<file path="src/rtl/core/sds_pkg.sv">
package sds_pkg;

    localparam int DATA_W  = 32;
    localparam int CFG_W   = 17;
    localparam int LANE_W  = 3;
    localparam int DT_W    = 16;
    localparam int GAIN_W  = 24;
    localparam int MUL_A_W = 33;
    localparam int MUL_B_W = 25;
    localparam int PROD_W  = MUL_A_W + MUL_B_W;
    localparam int Q_SHIFT = 16;
    localparam int SHR_W   = PROD_W - Q_SHIFT;
    localparam int SUM_W   = SHR_W + 1;
    localparam int FIELDS  = 4;
    localparam int PC_W    = 4;

    localparam logic [1:0] CFG_FORCE    = 2'd0;
    localparam logic [1:0] CFG_FRICTION = 2'd1;
    localparam logic [1:0] CFG_SNAP     = 2'd2;
    localparam logic [1:0] CFG_LANES    = 2'd3;

    localparam logic [CFG_W-1:0]  FORCE_RESET    = 17'd39322;
    localparam logic [CFG_W-1:0]  FRICTION_RESET = 17'd13107;
    localparam logic [CFG_W-1:0]  SNAP_RESET     = 17'd7;
    localparam logic [LANE_W-1:0] LANES_RESET    = 3'd1;

    localparam logic signed [SUM_W-1:0] SAT_MAX = 43'sd2147483647;
    localparam logic signed [SUM_W-1:0] SAT_MIN = -43'sd2147483648;

    typedef logic [PC_W-1:0] t_pc;

    typedef enum logic [2:0] {
        OP_NOP,
        OP_LATCH_IN,
        OP_LOAD,
        OP_TERM1,
        OP_ACC,
        OP_SPD,
        OP_VAL,
        OP_PUBLISH
    } t_op;

    typedef enum logic [1:0] {
        A_DIFF,
        A_SPD,
        A_ACC,
        A_NSPD
    } t_asel;

    typedef enum logic [1:0] {
        B_FORCE,
        B_FRIC,
        B_DT
    } t_bsel;

    typedef enum logic [2:0] {
        J_NEXT,
        J_WAIT_IN,
        J_NOLANES,
        J_LANE,
        J_WAIT_OUT
    } t_jmp;

    typedef struct packed {
        t_op   op;
        t_asel asel;
        t_bsel bsel;
        logic  mul_en;
        t_jmp  jmp;
        t_pc   target;
    } t_uop;

    typedef struct packed {
        t_op   op;
        t_asel asel;
        t_bsel bsel;
        logic  mul_en;
    } t_dp_ctl;

    typedef struct packed {
        logic more_lanes;
        logic no_lanes;
        logic out_full;
    } t_dp_status;

    localparam t_pc PC_IDLE   = 4'd0;
    localparam t_pc PC_CHECK  = 4'd1;
    localparam t_pc PC_LOAD   = 4'd2;
    localparam t_pc PC_FINISH = 4'd10;

    // Microprogram: one lane takes the steps from PC_LOAD to the lane jump.
    function automatic t_uop ucode(input t_pc pc);
        t_uop u;
        u = '{op: OP_NOP, asel: A_DIFF, bsel: B_FORCE, mul_en: 1'b0,
              jmp: J_NEXT, target: PC_IDLE};
        unique case (pc)
            4'd0: begin
                u.op = OP_LATCH_IN;
                u.jmp = J_WAIT_IN;
            end
            4'd1: begin
                u.jmp = J_NOLANES;
                u.target = PC_FINISH;
            end
            4'd2: u.op = OP_LOAD;
            4'd3: begin
                u.mul_en = 1'b1;
                u.asel = A_DIFF;
                u.bsel = B_FORCE;
            end
            4'd4: begin
                u.op = OP_TERM1;
                u.mul_en = 1'b1;
                u.asel = A_SPD;
                u.bsel = B_FRIC;
            end
            4'd5: u.op = OP_ACC;
            4'd6: begin
                u.mul_en = 1'b1;
                u.asel = A_ACC;
                u.bsel = B_DT;
            end
            4'd7: u.op = OP_SPD;
            4'd8: begin
                u.mul_en = 1'b1;
                u.asel = A_NSPD;
                u.bsel = B_DT;
            end
            4'd9: begin
                u.op = OP_VAL;
                u.jmp = J_LANE;
                u.target = PC_LOAD;
            end
            4'd10: begin
                u.op = OP_PUBLISH;
                u.jmp = J_WAIT_OUT;
                u.target = PC_IDLE;
            end
            default: begin
                u.jmp = J_WAIT_OUT;
                u.target = PC_IDLE;
            end
        endcase
        return u;
    endfunction

    function automatic logic signed [DATA_W-1:0] sat32(input logic signed [SUM_W-1:0] x);
        if (x > SAT_MAX) begin
            return SAT_MAX[DATA_W-1:0];
        end else if (x < SAT_MIN) begin
            return SAT_MIN[DATA_W-1:0];
        end
        return x[DATA_W-1:0];
    endfunction

    // Times 100 as shifts and adds: 64 + 32 + 4.
    function automatic logic [GAIN_W-1:0] scale100(input logic [CFG_W-1:0] x);
        return {1'b0, x, 6'b0} + {2'b0, x, 5'b0} + {5'b0, x, 2'b0};
    endfunction

endpackage

</file>
<file path="src/rtl/core/sds_sequencer.sv">
module sds_sequencer (
    input  logic                i_clk,
    input  logic                i_rst_n,
    input  logic                i_in_valid,
    input  logic                i_out_ready,
    input  sds_pkg::t_dp_status i_status,
    output logic                o_in_ready,
    output sds_pkg::t_dp_ctl    o_ctl
);

    sds_pkg::t_pc  r_pc;
    sds_pkg::t_pc  n_pc;
    sds_pkg::t_uop uop;
    logic          go;

    assign uop = sds_pkg::ucode(r_pc);

    // Waiting steps only perform their operation once the handshake allows it.
    always_comb begin
        go = 1'b1;
        unique case (uop.jmp)
            sds_pkg::J_WAIT_IN:  go = i_in_valid;
            sds_pkg::J_WAIT_OUT: go = !i_status.out_full || i_out_ready;
            default:             go = 1'b1;
        endcase
    end

    always_comb begin
        n_pc = r_pc + sds_pkg::t_pc'(1);
        unique case (uop.jmp)
            sds_pkg::J_WAIT_IN:  n_pc = go ? r_pc + sds_pkg::t_pc'(1) : r_pc;
            sds_pkg::J_NOLANES:  if (i_status.no_lanes) n_pc = uop.target;
            sds_pkg::J_LANE:     if (i_status.more_lanes) n_pc = uop.target;
            sds_pkg::J_WAIT_OUT: n_pc = go ? uop.target : r_pc;
            default:             n_pc = r_pc + sds_pkg::t_pc'(1);
        endcase
    end

    always_comb begin
        o_in_ready   = (uop.jmp == sds_pkg::J_WAIT_IN);
        o_ctl.op     = go ? uop.op : sds_pkg::OP_NOP;
        o_ctl.asel   = uop.asel;
        o_ctl.bsel   = uop.bsel;
        o_ctl.mul_en = uop.mul_en && go;
    end

    always_ff @(posedge i_clk) begin
        if (!i_rst_n) begin
            r_pc <= sds_pkg::PC_IDLE;
        end else begin
            r_pc <= n_pc;
        end
    end

endmodule

</file>
<file path="config.mk">
export PLATFORM = sky130hd
export DESIGN_NAME = sds_sequencer
export DESIGN_NICKNAME = d
export VERILOG_FILES = /design/src/rtl/core/sds_pkg.sv /design/src/rtl/core/sds_sequencer.sv
export SDC_FILE = /design/constraint.sdc
export NUM_CORES = 1
export LEC_CHECK = 0
export ABC_AREA = 1
export BUFFER_PORTS_ARGS = -buffer_cell sky130_fd_sc_hd__buf_2
export CAP_MARGIN = 20
export CORE_MARGIN = 2
export CORE_UTILIZATION = 34
export CTS_BUF_LIST = sky130_fd_sc_hd__clkbuf_4 sky130_fd_sc_hd__clkbuf_8 sky130_fd_sc_hd__clkbuf_16
export DETAILED_ROUTE_END_ITERATION = 16
export SLEW_MARGIN = 20
export SYNTH_ARGS = -nofsm -noshare
export SYNTH_HDL_FRONTEND = slang
export SYNTH_SLANG_ARGS = --single-unit
</file>
<file path="constraint.sdc">
create_clock -name i_clk -period 3.1 [get_ports i_clk]
set_clock_uncertainty 0.15 [all_clocks]
set_input_delay 0.155 -clock i_clk [delete_from_list [all_inputs] [get_ports i_clk]]
set_output_delay 0.155 -clock i_clk [all_outputs]
set_load 0.01 [all_outputs]
</file>
==> results of run 1 <==
## area by class of cell
class                      count  area share, %
timing repair buffer          15           11.9
sequential                     4           12.6
inverter                      13           7.71
tap                           16           3.16
clock buffer                   3           3.56
multi-input combinational     77           61.1
## through the flow
step	hold WS, ns	util (%)	power (mW)	area [um^2]
after CTS	0.0234	42.0	0.609	633
after detailed placement	0.282	40.5	0.539	611
after floorplan	0.125	-	0.449	546
after global routing	0.0399	42.0	0.674	633
final	0.0276	42.0	0.604	633
after global placement	0.276	40.5	0.540	611
## path summary, 6_finish.rpt
path | end | slack, ns | cells after the start
setup / recovery | o_ctl[5] | 0.85 | 9
hold / removal | r_pc[2] | 0.03 | 3
setup reg to reg | r_pc[1] | 1.16 | 10
hold reg to reg | r_pc[0] | 0.49 | 3
## per-layer routing
layer,up-vias,GRT usage [%]
li1,334,-
met1,264,18.5
met2,19,24.1
met3,0,6.53
met4,0,4.24
met5,-,0
## worst max-delay path: cells and delay by family, from the launching register on
| family | cells | cell delay, ns |
|---|---|---|
| compound gates | 1 | 0.06 |
| flops | 1 | 0.41 |
| fa+ha+maj | 1 | 0.28 |
| simple gates | 5 | 0.70 |
| buf+inv | 2 | 0.26 |
## power by group through the flow
stage	logic [mW]	clock network [mW]	registers [mW]
finish	0.439	0.0662	0.0990
floorplan	0.363	0	0.0858
CTS	0.441	0.0703	0.0976
detailed placement	0.440	0	0.0987
global placement	0.442	0	0.0981
global route	0.499	0.0741	0.101
## cell families (layout without fill, tap and decap cells)
| family | Yosys count | in the layout |
|---|---|---|
| AOI/OAI and AO/OA | 8 | 8 |
| xor gates and xnor gates | 1 | 1 |
| adders and majority gates | 4 | 4 |
| buffers and inverters | 16 | 31 |
| DFF | 4 | 4 |
| and+or+nand+nor | 64 | 64 |
## layout by cell type, fill, tap and decap left out
cell and instances:
buf_2 15, o21ai_0 2, inv_2 2, nor2_2 2, a21oi_1 1, inv_1 11
nor2_4 1, o21ai_1 1, clkbuf_4 3, nand4_1 3, nand3_1 10, dfxtp_1 4
nand2_2 3, xnor2_1 1, nand2_1 30, nor2_1 15, ha_1 4, a31oi_1 3
a21oi_2 1
==> flow_metrics.tcl, run 1 <==
set metrics [dict create \
    status "completed" \
    grt_pass1_wl_um 2210 \
    p_comb_share_pct 72.6 \
    switching_share_pct 54.8 \
    largest_registers "r_pc: 4 flops" \
    ys_seq_area_share_pct 14.7 \
    ys_async_sr_fraction_pct 0 \
    p_switching_uw 331 \
    die_w_um 44.1 \
    arrival_ns 1.95 \
    hold_buffers 0 \
    cpMaxStageDelayCell "dfxtp_1" \
    cts_buffer_depth 2 \
    synth_fa_ha_area_share_pct 9.17 \
    cts_inserted_buffers 3 \
    vdd_drop_max_uv 308 \
    grt_usage_pct 15.1 \
    grt_pass1_vias 559 \
    cp.required_ns 2.79 \
    rsz0062_at_grt "false" \
    regArea_um2 80.1 \
    max_freq_ghz 0.444 \
    layout.nets 125 \
    worstSetupPathType "flop to output pin" \
    fin_crit_ns 2.25 \
    die_area_mm2 0.00194 \
    drcViolationCount 0 \
    n_fill_cell 179 \
    start_kind "flop" \
    slowest_delay_ns 0.41 \
    synth_compound_area_share_pct 8.72 \
    path_clk_slew_ns 0.04 \
    clock-sinks 4 \
    clock_power_share_pct 11.0 \
    p_leak_nw 0.377 \
    crit_chain "inv_1, ha_1, nand3_1, nand2_1, nor2_1, nand4_1, nand2_2, a31oi_1, buf_2" \
    stdcell_count 128 \
    ys_seq_elements 4 \
    synthSimpleGateAreaFrac_pct 51.4 \
    met1_length_um 619 \
    synth_largest_area_cell "nand2_1" \
    num_rows 14 \
    vias_per_cell 4.82 \
    drv_cap 0 \
    firstDrtPassIters 5 \
    clkLatencyLatePin_ns 0.24 \
    syn_area_um2 546 \
    power_density_mw_per_mm2 954 \
    syn_area_per_cell_um2 5.62 \
    top_layer_used "met3" \
    antenna_found_initial 0 \
    wl_per_cell_um 9.66 \
    drive_gt1_share_pct 24.1 \
    dp_cells 125 \
    setup_viol_count_final 0 \
    die-height_um 44.1 \
    dr_wl_met2_um 535 \
    synth_nets 108 \
    crit_start "r_pc[0]" \
    internal_power_uw 273 \
    seq_power_share_pct 16.4 \
    cp-end-kind "output pin" \
    synth_flop_cell "dfxtp_1" \
    drv_slew 0 \
    place_ws_ns 1.09 \
    crit_fanout 11 \
    min-delay-start "i_rst_n" \
    synth_top_area_share_pct 20.6 \
    overflow 0 \
    core_area_mm2 0.00151 \
    num_antenna_cells 0 \
    place_congestion 0.840 \
    drt_wl_total_um 1240 \
    ant_nets 0 \
    vias 617 \
    synth_warnings 0 \
    grt_max_degree 12 \
    hold_violations 0 \
    post_synth_mux_area_share_pct 0 \
    dp.final_hpwl_um 1020 \
    synth_top_family_by_area "simple AND/OR/NAND/NOR gates" \
    fin_ws_ns 0.849 \
    initial_core_util_pct 36.2 \
    synth_cell_types 19 \
    postSynthCellCount 97 \
    reg2reg_from "r_pc[0]" \
    largest_reg_flops 4 \
    synth_edf_count 0 \
    first_iter_violations 18 \
    io_buffers 15 \
    io_pins 16 \
    worst_pin_slew_ns 0.405 \
    synth_most_common_cell "nand2_1" \
    min_period_over_period_pct 72.6 \
    synthXorXnorAreaFrac_pct 1.61 \
    syn_to_final_growth_pct 16.1 \
    netlist_top_cells_area "nand2_1, dfxtp_1, nor2_1, ha_1, nand3_1" \
    hold_path_class "primary input to flop" \
    ctsHtreeMaxLevel 1 \
    synth_common_cells "nand2_1, nor2_1, inv_1" \
    multiInputGateArea_um2 387 \
    postCtsResizedCells 0 \
    post_cts_buffers 0 \
    relSlewSlack_pct 73.0 \
    top_register "r_pc" \
    met3_length_um 82 \
    setup-tns-final_ns 0 \
    cts_tree "yes" \
    cts-root-buf "clkbuf_4" \
]
Power figures use the tool's default switching activity.
==> run 2, diff against run 1 <==
Clock period 3.1 ns to 1.8 ns, I/O delays scaled along.
==> run 2 against run 1 <==
  * The run now ends with negative setup slack left
  * Register-to-register slack got worse by 1.3 ns
  * Critical path type unchanged
  * Worst setup slack got worse by 1.0 ns
  * Via count rose by 25%
==> flow_metrics.tcl, run 2 (synthesized netlist as in run 1, its figures left out) <==
set metrics [dict create \
    stdcell_count 149 \
    fin_ws_ns -0.164 \
    regToRegEndpoint "r_pc[2]" \
    layout.nets 146 \
    die_area_mm2 0.00194 \
    drv_cap 0 \
    num_antenna_cells 0 \
    largest_registers "r_pc: 4 flops" \
    hold_violations 0 \
    p_leak_nw 0.496 \
    crit_chain "inv_6, ha_4, nand2_4, nand2_4, nor2_4, nand4_1, nand2_4, a31oi_1, buf_2" \
    hold_depth 7 \
    setup_viol_count_final 8 \
    min_period_over_period_pct 109 \
    hold_path_class "primary input to flop" \
    cpMaxStageDelayCell "dfxtp_4" \
    drv_slew 0 \
    slowest_delay_ns 0.40 \
    antenna_found_initial 0 \
    place_congestion 0.829 \
    grt_pass1_wl_um 2950 \
    top_register "r_pc" \
    reg2reg_slack_ns -0.13 \
    regArea_um2 90.1 \
    rsz0062_at_grt "true" \
    core_area_mm2 0.00151 \
    dp.final_hpwl_um 1110 \
    cts_tree "yes" \
    dp_cells 132 \
    vias_per_cell 5.19 \
    grt_max_degree 8 \
    violations "negative setup slack" \
    crit_family "simple AND/OR/NAND/NOR gates" \
    drt_wl_total_um 2080 \
    overflow 0 \
    die-height_um 44.1 \
    syn_to_final_growth_pct 75.9 \
    drcViolationCount 0 \
    status "finished, violations left" \
    initial_core_util_pct 36.2 \
    io_buffers 15 \
    grt_usage_pct 20.9 \
    n_fill_cell 127 \
    io_pins 16 \
    clock-sinks 4 \
    path_buf_inv 2 \
    cts_inserted_buffers 3 \
    crit_fanout 5 \
    reg2reg_from "r_pc[0]" \
    final_cell_mix "nand2_1, buf_4, buf_2" \
    power_density_mw_per_mm2 1750 \
    cp_num_cells 9 \
    relSlewSlack_pct 82.3 \
    cts-root-buf "clkbuf_4" \
    cp_common_cell "nand2_4" \
    path_clk_slew_ns 0.04 \
    firstDrtPassIters 4 \
    cp-end-kind "output pin" \
    arrival_ns 1.72 \
    cp.required_ns 1.56 \
    start_kind "flop" \
    worstSetupPathType "flop to output pin" \
    min-delay-start "i_status[1]" \
    multiInputGateArea_um2 528 \
    setup-tns-final_ns -1.06 \
    vdd_drop_max_uv 745 \
    clkLatencyLatePin_ns 0.25 \
    vias 774 \
    hold_end "r_pc[3]" \
    fin_crit_ns 1.96 \
    die_w_um 44.1 \
    cts_buffer_depth 2 \
    worst_pin_slew_ns 0.264 \
    wl_per_cell_um 14.0 \
    finalPower_mw 1.68 \
    layout_commonest_cell "nand2_1" \
    grt_pass1_vias 693 \
    num_rows 14 \
    first_iter_violations 27 \
    whs_ns 0.156 \
    drive_gt1_share_pct 52.6 \
    ant_nets 0 \
    max_freq_ghz 0.509 \
    largest_reg_flops 4 \
    ctsHtreeMaxLevel 1 \
    reg2reg_depth 12 \
]
==> run 2: changes by cell type in the layout (fill, tap and decap cells not counted), moves of 3 or more <==
| cell | previous run | this run |
|---|---|---|
| buf_4 | 0 | 18 |
| ha_4 | 0 | 4 |
| nand2_2 | 3 | 6 |
| nor2_4 | 1 | 4 |
| nand3_1 | 10 | 7 |
| nand2_1 | 30 | 24 |
| dfxtp_1 | 4 | 0 |
| ha_1 | 4 | 0 |
| nand2_4 | 0 | 3 |
| inv_1 | 11 | 8 |
==> run 2: how the worst max path moves through the flow <==
stage | startpoint | to | slack [ns]
global route | r_pc[0] | o_ctl[7] | -0.22
detailed placement | r_pc[0] | r_pc[2] | -0.08
finish | r_pc[0] | o_ctl[5] | -0.16
floorplan | r_pc[0] | r_pc[1] | 0.07
global placement | r_pc[0] | o_ctl[5] | -0.03
CTS | r_pc[0] | o_ctl[5] | -0.02
==> run 2: cell type report <==
cell class | instances | area share [%]
tap | 16 | 2.09
timing repair buffer | 36 | 25.3
clock buffer | 3 | 2.35
multi-input combinational | 77 | 55.0
inverter | 13 | 5.87
sequential | 4 | 9.39
==> run 2: worst reg2reg max path, cell delays in order, from the launching register on <==
cell and delay (ns):
dfxtp_4 0.40, inv_6 0.06, ha_4 0.19, nand2_4 0.09, nand2_4 0.05, nor2_4 0.13, nand4_1 0.21, nand2_4 0.15
buf_4 0.12, buf_6 0.12, nand2_1 0.06, nand2_1 0.06, nor2_1 0.04
==> run 2: report_power, final <==
group / switching, mW / internal [mW] / total, mW
clock network: 0.0428 / 0.0750 / 0.118
logic: 0.736 / 0.624 / 1.36
registers: 0.0703 / 0.131 / 0.202
total: 0.849 / 0.830 / 1.68
==> run 2: metrics by stage <==
| stage | util, % | area [um^2] | setup slack [ns] |
|---|---|---|---|
| final | 63.7 | 960 | -0.164 |
| after floorplan | - | 546 | 0.0688 |
| after CTS | 56.7 | 855 | -0.0229 |
| after detailed placement | 44.0 | 663 | -0.0770 |
| after global routing | 63.7 | 960 | -0.218 |
| after global placement | 44.0 | 663 | -0.0257 |
==> run 2: layer usage <==
layer | global-route usage, % | routed length [um] | up-vias
met1 | 22.1 | 797 | 354
li1 | - | - | 384
met2 | 36.8 | 1110 | 30
met3 | 4.90 | 121 | 6
met4 | 13.9 | 50 | 0
met5 | 0 | 0 | -
==> run 2: what timing repair did <==
action | in CTS | in global routing
hold buffers | 1 | 0
pin swaps | 9 | 10
endpoints found under the hold margin | 4 | 0
gates resized for setup | 24 | 19
setup buffers | 9 | 4
setup endpoints to repair | 8 | 8
